$ cat src/sv/bpuf_pkg.sv
// shared types, constants and helper functions of the bracket pair ungap filter
package bpuf_pkg;

   localparam int MAX_LEN = 1024;
   localparam int ADDR_W  = $clog2(MAX_LEN);
   localparam int CNT_W   = ADDR_W + 1;
   localparam int STK_W   = ADDR_W + 2;
   localparam int SPAN_W  = 4;

   localparam logic [SPAN_W-1:0] SPAN_RESET = 4'd4;

   localparam logic [7:0] CH_GAP = 8'h2D;
   localparam logic [7:0] CH_DOT = 8'h2E;

   localparam logic [1:0] STATUS_OK       = 2'd0;
   localparam logic [1:0] STATUS_UNCLOSED = 2'd1;
   localparam logic [1:0] STATUS_OVERFLOW = 2'd2;

   typedef struct packed {
      logic       mode;
      logic [7:0] seq_char;
      logic [7:0] struct_char;
      logic       last_column;
      logic [9:0] read_index;
   } req_type;

   typedef struct packed {
      logic [7:0]  out_char;
      logic [10:0] ungapped_length;
      logic [1:0]  status;
      logic        is_read_reply;
   } rsp_type;

   // commands from controller to datapath
   typedef enum logic [4:0] {
      CMD_NONE,
      CMD_LOAD,
      CMD_READ,
      CMD_REPLY,
      CMD_P1_INIT,
      CMD_FETCH,
      CMD_PUSH,
      CMD_POP,
      CMD_SEQ_J,
      CMD_NEXT,
      CMD_MARK_I,
      CMD_MARK_I_NEXT,
      CMD_MARK_J_NEXT,
      CMD_P1_END,
      CMD_UG_FETCH,
      CMD_UG_STORE,
      CMD_UG_END,
      CMD_FINISH
   } cmd_type;

   // status from datapath to controller
   typedef struct packed {
      logic at_end;
      logic is_open;
      logic can_pop;
      logic pair_ok;
      logic gap_i;
      logic gap_j;
      logic too_close;
   } stat_type;

   // {valid, kind} of an opening bracket
   function automatic logic [2:0] open_code(input logic [7:0] c);
      case (c)
         8'h28:   open_code = 3'b100;
         8'h3C:   open_code = 3'b101;
         8'h5B:   open_code = 3'b110;
         8'h7B:   open_code = 3'b111;
         default: open_code = 3'b000;
      endcase
   endfunction

   // {valid, kind} of a closing bracket
   function automatic logic [2:0] close_code(input logic [7:0] c);
      case (c)
         8'h29:   close_code = 3'b100;
         8'h3E:   close_code = 3'b101;
         8'h5D:   close_code = 3'b110;
         8'h7D:   close_code = 3'b111;
         default: close_code = 3'b000;
      endcase
   endfunction

   // watson-crick and wobble pairs, upper case only
   function automatic logic bases_pair(input logic [7:0] a, input logic [7:0] b);
      logic [15:0] ab;
      ab = {a, b};
      case (ab)
         {8'h41, 8'h54}, {8'h54, 8'h41},
         {8'h43, 8'h47}, {8'h47, 8'h43},
         {8'h41, 8'h55}, {8'h55, 8'h41},
         {8'h47, 8'h55}, {8'h55, 8'h47}: bases_pair = 1'b1;
         default:                        bases_pair = 1'b0;
      endcase
   endfunction

endpackage

$ cat src/sv/bpuf_ctrl.sv
// controller state machine sequencing load, read, both matching passes and gap removal
module bpuf_ctrl (
   input  logic               clock,
   input  logic               reset,
   input  logic               start,
   input  logic               req_mode,
   input  logic               req_last,
   input  bpuf_pkg::stat_type stat,
   output bpuf_pkg::cmd_type  cmd,
   output logic               busy
);
   import bpuf_pkg::*;

   typedef enum logic [3:0] {
      ST_IDLE, ST_READ_WAIT, ST_P1_START, ST_P1_CHK, ST_P1_DEC, ST_P1_SEQJ,
      ST_P1_CMP, ST_P1_WJ, ST_UG_CHK, ST_UG_WR, ST_P2_CHK, ST_P2_DEC,
      ST_P2_J, ST_P2_WJ
   } state_type;

   state_type state_ff, state_in;
   logic      busy_ff;

   // next state and command
   always_comb begin
      state_in = state_ff;
      cmd      = CMD_NONE;
      case (state_ff)
         ST_IDLE: begin
            if (start) begin
               if (req_mode) begin
                  cmd      = CMD_READ;
                  state_in = ST_READ_WAIT;
               end else begin
                  cmd = CMD_LOAD;
                  if (req_last) state_in = ST_P1_START;
               end
            end
         end
         ST_READ_WAIT: begin
            cmd      = CMD_REPLY;
            state_in = ST_IDLE;
         end
         ST_P1_START: begin
            cmd      = CMD_P1_INIT;
            state_in = ST_P1_CHK;
         end
         ST_P1_CHK: begin
            if (stat.at_end) begin
               cmd      = CMD_P1_END;
               state_in = ST_UG_CHK;
            end else begin
               cmd      = CMD_FETCH;
               state_in = ST_P1_DEC;
            end
         end
         ST_P1_DEC: begin
            if (stat.is_open) begin
               cmd      = CMD_PUSH;
               state_in = ST_P1_CHK;
            end else if (stat.can_pop) begin
               cmd      = CMD_POP;
               state_in = ST_P1_SEQJ;
            end else begin
               cmd      = CMD_NEXT;
               state_in = ST_P1_CHK;
            end
         end
         ST_P1_SEQJ: begin
            cmd      = CMD_SEQ_J;
            state_in = ST_P1_CMP;
         end
         ST_P1_CMP: begin
            state_in = ST_P1_CHK;
            if (stat.pair_ok) begin
               cmd = CMD_NEXT;
            end else if (stat.gap_i) begin
               cmd = CMD_MARK_J_NEXT;
            end else if (stat.gap_j) begin
               cmd = CMD_MARK_I_NEXT;
            end else begin
               cmd      = CMD_MARK_I;
               state_in = ST_P1_WJ;
            end
         end
         ST_P1_WJ: begin
            cmd      = CMD_MARK_J_NEXT;
            state_in = ST_P1_CHK;
         end
         ST_UG_CHK: begin
            if (stat.at_end) begin
               cmd      = CMD_UG_END;
               state_in = ST_P2_CHK;
            end else begin
               cmd      = CMD_UG_FETCH;
               state_in = ST_UG_WR;
            end
         end
         ST_UG_WR: begin
            cmd      = CMD_UG_STORE;
            state_in = ST_UG_CHK;
         end
         ST_P2_CHK: begin
            if (stat.at_end) begin
               cmd      = CMD_FINISH;
               state_in = ST_IDLE;
            end else begin
               cmd      = CMD_FETCH;
               state_in = ST_P2_DEC;
            end
         end
         ST_P2_DEC: begin
            if (stat.is_open) begin
               cmd      = CMD_PUSH;
               state_in = ST_P2_CHK;
            end else if (stat.can_pop) begin
               cmd      = CMD_POP;
               state_in = ST_P2_J;
            end else begin
               cmd      = CMD_NEXT;
               state_in = ST_P2_CHK;
            end
         end
         ST_P2_J: begin
            if (stat.too_close) begin
               cmd      = CMD_MARK_I;
               state_in = ST_P2_WJ;
            end else begin
               cmd      = CMD_NEXT;
               state_in = ST_P2_CHK;
            end
         end
         ST_P2_WJ: begin
            cmd      = CMD_MARK_J_NEXT;
            state_in = ST_P2_CHK;
         end
         default: begin
            state_in = ST_IDLE;
         end
      endcase
   end

   // state and registered busy
   always_ff @(posedge clock) begin
      if (reset) begin
         state_ff <= ST_IDLE;
         busy_ff  <= 1'b0;
      end else begin
         state_ff <= state_in;
         busy_ff  <= (state_in != ST_IDLE);
      end
   end

   assign busy = busy_ff;

endmodule

$ cat config.mk
export PLATFORM = sky130hd
export DESIGN_NAME = bpuf_ctrl
export DESIGN_NICKNAME = d
export VERILOG_FILES = /design/src/sv/bpuf_pkg.sv /design/src/sv/bpuf_ctrl.sv
export SDC_FILE = /design/constraint.sdc
export NUM_CORES = 1
export LEC_CHECK = 0
export BUFFER_PORTS_ARGS = -buffer_cell sky130_fd_sc_hd__buf_2
export CAP_MARGIN = 20
export CORE_UTILIZATION = 34
export CTS_CLUSTER_DIAMETER = 120
export DETAILED_ROUTE_END_ITERATION = 16
export PLACE_DENSITY = 0.6
export SLEW_MARGIN = 20
export SYNTH_ARGS = -nofsm -noshare
export SYNTH_HDL_FRONTEND = slang
export SYNTH_SLANG_ARGS = --single-unit
$ cat constraint.sdc
create_clock -name clock -period 1.4 [get_ports clock]
set_input_delay 0 -clock clock [delete_from_list [all_inputs] [get_ports clock]]
set_output_delay 0 -clock clock [all_outputs]
set_load 0.1 [all_outputs]
==> results by group, run 1 <==
Yosys
  – YS warnings: 0
  – Syn Nets: 108
  – Yosys top cell area share: 0.165
  – Mean post-synth cell area: 6.31 um2
  – Unique masters post-synth: 34
  – Yosys reg bits: 5
  – Synth Instances: 96
  – Post-synth top area cell: dfxtp_1
  – Leading post-synthesis cells by cell area: dfxtp_1 17%, nand2_1 9.3%, a21oi_1 7.4%
  – Mapped Area: 606 um2
  – Sequential element share of the synthesized area: 0.165

Setup path
  – Cell family with most CP delay: simple AND/OR/NAND/NOR gates
  – FF-to-FF Start: state_ff[3]
  – Worst-path fanout max: 3
  – WP buf/inv: 1
  – Setup crit end kind: output pin
  – Startpoint Class: flip-flop
  – Setup slack, reg-to-reg: -0.31 ns
  – FF-to-FF End: busy
  – Worst Setup SP: state_ff[3]
  – Required time worst endpoint: around 1.4 ns
  – Reg2reg path depth: 9
  – CP cell instances: or4b_4, o21a_1, or2_4, o21ai_4, buf_12
  – CP max stage delay: approximately 0.54 ns
  – Worst EP arrival: about 1.8 ns
  – Slowest CP cell: or4b_4
  – Worst setup path class: reg2out

STA
  – Setup ws final: -0.419 ns
  – Worst-margin pin slew: 0.469 ns
  – RSZ-0062 raised after global routing: true
  – Setup TNS: -2.05 ns
  – Max-slew headroom: 0.684
  – Tcrit/Tclk final: 1.30
  – Setup-violating endpoint count in the final report: 8
  – Tmin final: 1.82 ns
  – Clk_skew: 0.0111 ns
  – Final Hold Viols: 0
  – F_max: 0.550 GHz
  – Max-slew violation count: 0

Worst hold path
  – Hold depth: 3
  – WHS Endpoint: state_ff[2]
  – Hold_sp: stat[4]
  – Hold WC Path Type: in2reg

Outcome
  – Violated checks: negative setup slack
  – Status: complete, but fails checks

GRT
  – Largest net degree at the start of global routing: 22
  – Total Routing Usage GR: 0.230
  – Initial antenna violation count: 0
  – Vias in the first global route: 739
  – Grt met2 use: 0.365
  – First-pass GRT wire length: 3370 um
  – Met1 Use GR: 0.324
  – Global routing usage on met3: 0.0286
  – Gr busiest metal: met2
  – Grt total ovfl: 0

Drt
  – DR vias/cell: 5.91
  – Total Wirelength: approximately 2800 um
  – Detailed-route wire length per cell: 17.5 um
  – Drt pass-1 iters: 6
  – Antenna-violating nets left: 0
  – DRC viols: 0
  – Starting DRT DRC Count: 34
  – Vias: 933

CTS
  – Root buffer cell: clkbuf_4
  – CTS Buffer Depth: 2
  – Clock sink count: 5
  – Skew-Pair Late Insertion Delay: 0.24 ns
  – CTS clk-pin slew, worst paths: 0.04 ns
  – CTS tree: done
  – H-tree Lvls: 1
  – CTS Buf Count: 3

Floorplanning
  – Row Count: 14
  – Boundary Pins: 18
  – Core area: between 1500 and 2000 um2
  – Die ar.: 1950 um2
  – Die width: 44.2 um
  – Initial core utilization: 0.384
  – Chip Height: 44.2 um

Pwr
  – Leak: 0.000516 uW
  – NetSw: 412 uW
  – Pwr/cell area: 748 nW/um2
  – Switch share: 0.440
  – Seq pwr share: 0.178
  – Internal Power: 524 uW
  – Worst VDD drop: 0.915 mV
  – Logic pwr share: 0.647
  – Tot Pwr: ~940 uW
  – Clock power share: 0.175

Cells and area
  – Nets@finish: 155
  – Ant diodes: 0
  – Layout area overhead: 107%
  – Layout cells sized above 1: 0.549

Place
  – Gp weighted congestion: 0.893
  – DPL Wire Length: 1490 um
  – Port Buffers: 17

Job
  – Max Cap Viol: 0
-- layout by cell type, fill, tap and decap left out, drive strengths merged --
| master | instances |
|---|---|
| o22ai | 3 |
| nand3 | 4 |
| nor2 | 10 |
| o211ai | 2 |
| dlygate4sd3 | 1 |
| o21ai | 7 |
| nor3 | 2 |
| nor4 | 1 |
| a21oi | 9 |
| inv | 4 |
| xnor2 | 1 |
| nor4b | 2 |
| nand2 | 15 |
| o32ai | 1 |
| dfxtp | 5 |
| or2 | 1 |
| nand2b | 4 |
| a21o | 2 |
| a221o | 1 |
| buf | 47 |
| a2111oi | 1 |
| o211a | 1 |
| a31oi | 3 |
| a211o | 1 |
| o21a | 1 |
| clkbuf | 5 |
| or4b | 1 |
| and3 | 1 |
| o31ai | 1 |
| o2111ai | 1 |
| a22oi | 1 |
| nor2b | 3 |
-- synth_stat cells (all sizes together) --
cell	count
nand2b	4
o211a	1
a31oi	3
nor2	10
or4b	1
a2111oi	1
a21o	2
o21a	1
a211o	1
dfxtp	5
o211ai	2
a21oi	9
and3	1
xnor2	1
nor4	1
a22oi	1
o22ai	3
or2	1
o2111ai	1
a221o	1
nor2b	3
nand2	15
buf	4
nor4b	2
inv	4
o21ai	7
o31ai	1
nor3	2
clkbuf	3
nand3	4
o32ai	1
-- sequential cells by signal (all words and copies together), names as in the netlist --
name,flops
state_ff,4
busy,1
-- tightest hold or removal path: cells and delay by family --
family	cells	cell delay [ns]
AOI/OAI and AO/OA	1	0.10
buffers and inverters	1	0.16
and+or+nand+nor	1	0.07
-- timing repair --
item,in CTS,in global routing
hold endpoints to repair,1,0
gates resized for setup,9,31
setup buffers,1,9
gates cloned,0,1
pin swaps,1,11
setup endpoints to repair,8,9
hold buffers,1,0
-- cell families after synthesis --
kind of cell           Yosys count  synth area share
AND/OR/NAND/NOR                 44             0.360
AO/OA/AOI/OAI                   35             0.374
buffers and inverters           11            0.0868
flip-flops                       5             0.165
XOR/XNOR                         1            0.0145
-- worst max-delay path by stage --
| stage | to | slack [ns] | cells past startpoint |
|---|---|---|---|
| 3_5_place_dp | busy | -0.16 | 6 |
| 4_1_cts | cmd[3] | -0.41 | 5 |
| 5_1_grt | cmd[3] | -0.48 | 5 |
| 3_3_place_gp | cmd[3] | -0.15 | 5 |
| 6_report | cmd[3] | -0.42 | 5 |
| 2_1_floorplan | cmd[3] | -0.42 | 5 |
-- area by class of cell --
cell class                 count  area (um2)
inverter                       4        20.0
sequential                     5         104
timing repair buffer          49         467
fill                         101         324
tap                           16        20.0
clock buffer                   4        26.3
multi-input combinational     80         616
-- layer usage --
layer	vias to the layer above	share of wire	routed length, um
li1	441	-	-
met1	435	0.42	1160
met2	51	0.49	1360
met3	6	0.060	165
met4	0	0.027	74
met5	-	0	0
-- per-stage QoR --
stage / util / area, um2 / std cells / hold slack [ns] / setup slack [ns]
CTS: 0.667 / 1050 / 148 / 0.117 / -0.410
finish: 0.794 / 1250 / 158 / 0.147 / -0.419
detailed placement: 0.609 / 960 / 142 / 0.209 / -0.160
floorplan: - / 671 / 96 / 0.0691 / -0.418
global route: 0.794 / 1250 / 158 / 0.164 / -0.476
global placement: 0.609 / 960 / 142 / 0.195 / -0.147
-- power groups by stage --
stage          sequential (uW)  combinational [uW]  clock, uW
3_5_place_dp               165                 490          0
2_1_floorplan              201                 280          0
5_1_grt                    168                 630        177
3_3_place_gp               165                 488          0
6_report                   166                 606        164
4_1_cts                    166                 516        170
(Power assumes the default switching activity.)
==> run 2, diff against run 1 <==
--- a/config.mk
+++ b/config.mk
@@ -11,6 +11,7 @@
 export CTS_CLUSTER_DIAMETER = 120
 export DETAILED_ROUTE_END_ITERATION = 16
 export PLACE_DENSITY = 0.6
+export RECOVER_POWER = 100
 export SLEW_MARGIN = 20
 export SYNTH_ARGS = -nofsm -noshare
 export SYNTH_HDL_FRONTEND = slang
==> results by group, run 2 (synthesis results as in run 1) <==
Outcome
  – Status: complete, but fails checks (unchanged)
  – Violated checks: negative setup slack (unchanged)

Cells and area
  – Most common cell after layout, fill and taps aside: buf_4 (unchanged)
  – Top reg by flops: state_ff (unchanged)
  – Layout cells sized above 1: 0.549 (unchanged)
  – Ant diodes: 0 (unchanged)
  – Nets@finish: 155 (unchanged)
  – Most frequent cells in the layout: 21 x buf_4, 13 x nand2_1, 11 x buf_2 (was 21 x buf_4, 13 x nand2_1, 12 x buf_2)
  – Layout area overhead: 107% (unchanged)
  – Max reg flops: 4 (unchanged)
  – Final cell count without fillers: 158 (unchanged)
  – Utilization after layout: 0.794 (unchanged)

Drt
  – Detailed-route wire length per cell: 17.5 um (about the same)
  – Drt pass-1 iters: 6 (unchanged)
  – Vias: 933 (unchanged)
  – Antenna-violating nets left: 0 (unchanged)
  – DRC viols: 0 (unchanged)
  – Total Wirelength: 2770 um (about the same)
  – DR vias/cell: 5.91 (unchanged)
  – Starting DRT DRC Count: 34 (unchanged)

GRT
  – First-pass GRT wire length: 3370 um (unchanged)
  – Vias in the first global route: 739 (unchanged)
  – Initial antenna violation count: 0 (unchanged)
  – Total Routing Usage GR: 0.230 (unchanged)
  – Global routing usage on met3: 0.0286 (unchanged)
  – Largest net degree at the start of global routing: 22 (unchanged)
  – Grt met2 use: 0.365 (unchanged)
  – Gr busiest metal: met2 (unchanged)
  – Met1 Use GR: 0.324 (unchanged)
  – Grt total ovfl: 0 (unchanged)

Pwr
  – Seq pwr share: 0.178 (about the same)
  – Pwr/cell area: 747 nW/um2 (was 748 nW/um2)
  – Internal Power: 524 uW (about the same)
  – Clock power share: 0.175 (about the same)
  – Logic pwr share: 0.647 (about the same)
  – Switch share: 0.440 (about the same)
  – Leak: 0.000515 uW (was 0.000516 uW)
  – NetSw: 412 uW (about the same)
  – Worst VDD drop: 0.915 mV (about the same)

Place
  – DPL Wire Length: 1490 um (unchanged)
  – Port Buffers: 17 (unchanged)
  – Post-place setup slack: -0.160 ns (unchanged)
  – Placed Instances: 142 (unchanged)
  – Gp weighted congestion: 0.893 (unchanged)

Setup path
  – CP cell instances: or4b_4, o21a_1, or2_4, o21ai_4, buf_12 (unchanged)
  – FF-to-FF End: busy (unchanged)
  – Startpoint Class: flip-flop (unchanged)
  – Worst Setup EP: cmd[3] (unchanged)
  – Required time worst endpoint: 1.40 ns (about the same)
  – Setup crit end kind: output pin (unchanged)
  – Worst Setup SP: state_ff[3] (unchanged)
  – Reg2reg path depth: 9 (unchanged)
  – Slowest CP cell: or4b_4 (unchanged)
  – Setup slack, reg-to-reg: -0.31 ns (about the same)
  – Worst setup path class: reg2out (unchanged)
  – Worst EP arrival: 1.82 ns (about the same)
  – FF-to-FF Start: state_ff[3] (unchanged)
  – CP max stage delay: 0.54 ns (about the same)
  – Worst-path fanout max: 3 (unchanged)

STA
  – RSZ-0062 raised after global routing: true (unchanged)
  – Worst Hold Margin: 0.147 ns (unchanged)
  – Max-slew headroom: 0.644 (was 0.684)
  – Clk_skew: 0.0111 ns (unchanged)
  – F_max: 0.550 GHz (unchanged)
  – Worst-margin pin slew: 0.536 ns (was 0.469 ns)
  – Tcrit/Tclk final: 1.30 (unchanged)
  – Max-slew violation count: 0 (unchanged)
  – Setup TNS: -2.05 ns (about the same)
  – Tmin final: 1.82 ns (unchanged)
  – Setup-violating endpoint count in the final report: 8 (unchanged)
  – Final Hold Viols: 0 (unchanged)
  – Setup ws final: -0.419 ns (unchanged)

CTS
  – CTS Buf Count: 3 (unchanged)
  – Root buffer cell: clkbuf_4 (unchanged)
  – CTS clk-pin slew, worst paths: 0.04 ns (about the same)
  – Skew-Pair Late Insertion Delay: 0.24 ns (about the same)
  – CTS tree: done (unchanged)
  – CTS Buffer Depth: 2 (unchanged)
  – H-tree Lvls: 1 (unchanged)
  – Clock sink count: 5 (unchanged)

Job
  – Max Cap Viol: 0 (unchanged)

Floorplanning
  – Die ar.: 1950 um2 (unchanged)
  – Boundary Pins: 18 (unchanged)
  – Core area: 1580 um2 (unchanged)
  – Die width: 44.2 um (unchanged)
  – Chip Height: 44.2 um (unchanged)
  – Row Count: 14 (unchanged)
  – Initial core utilization: 0.384 (unchanged)

Worst hold path
  – Hold WC Path Type: in2reg (unchanged)
## run 2: cell types whose count changed in the layout (fill, tap and decap cells not counted)
cell,change
clkbuf_2,+1
buf_2,-1
## run 2: how the worst min path moves through the flow
| stage | start | cells after the start | endpoint | slack [ns] |
|---|---|---|---|---|
| final | stat[4] | 3 | state_ff[2] | 0.15 |
| after global routing | stat[4] | 3 | state_ff[2] | 0.16 |
| after CTS | stat[4] | 3 | state_ff[2] | 0.12 |
| after detailed placement | reset | 2 | state_ff[3] | 0.21 |
| after global placement | reset | 2 | state_ff[3] | 0.20 |
| after floorplan | reset | 1 | state_ff[3] | 0.07 |
## run 2: area by class of cell
class	instances	area, um2
clock buffer	4	26.3
fill	101	324
inverter	4	20.0
multi-input combinational	80	616
sequential	5	104
tap	16	20.0
timing repair buffer	49	467
## run 2: stage by stage
stage | area, um2 | total power [uW]
after global placement | 960 | 653
after global routing | 1250 | 974
after floorplan | 671 | 482
after CTS | 1050 | 851
final | 1250 | 936
after detailed placement | 960 | 656
## run 2: critical path: cells and delay by family, from the launching register on
kind | cells | cell delay [ns]
simple gates | 2 | 0.80
buf+inv | 1 | 0.19
flops | 1 | 0.31
compound gates | 2 | 0.29
## run 2: power by group through the flow
stage | clock (uW) | combinational [uW] | sequential (uW)
5_1_grt | 177 | 629 | 168
3_3_place_gp | 0 | 488 | 165
3_5_place_dp | 0 | 490 | 165
6_report | 164 | 605 | 167
2_1_floorplan | 0 | 280 | 201
4_1_cts | 170 | 516 | 166
## run 2: timing repair
item                                    CTS  global route
endpoints found under the setup margin    8             9
hold endpoints to repair                  1             0
hold buffers                              1             0
gates cloned                              0             1
pin swaps                                 1            11
setup buffers                             1             9
resized for setup                         9            31
## run 2: layer usage
metal | vias up | wire, um
li1 | 441 | -
met1 | 435 | 1160
met2 | 51 | 1360
met3 | 6 | 165
met4 | 0 | 74
met5 | - | 0
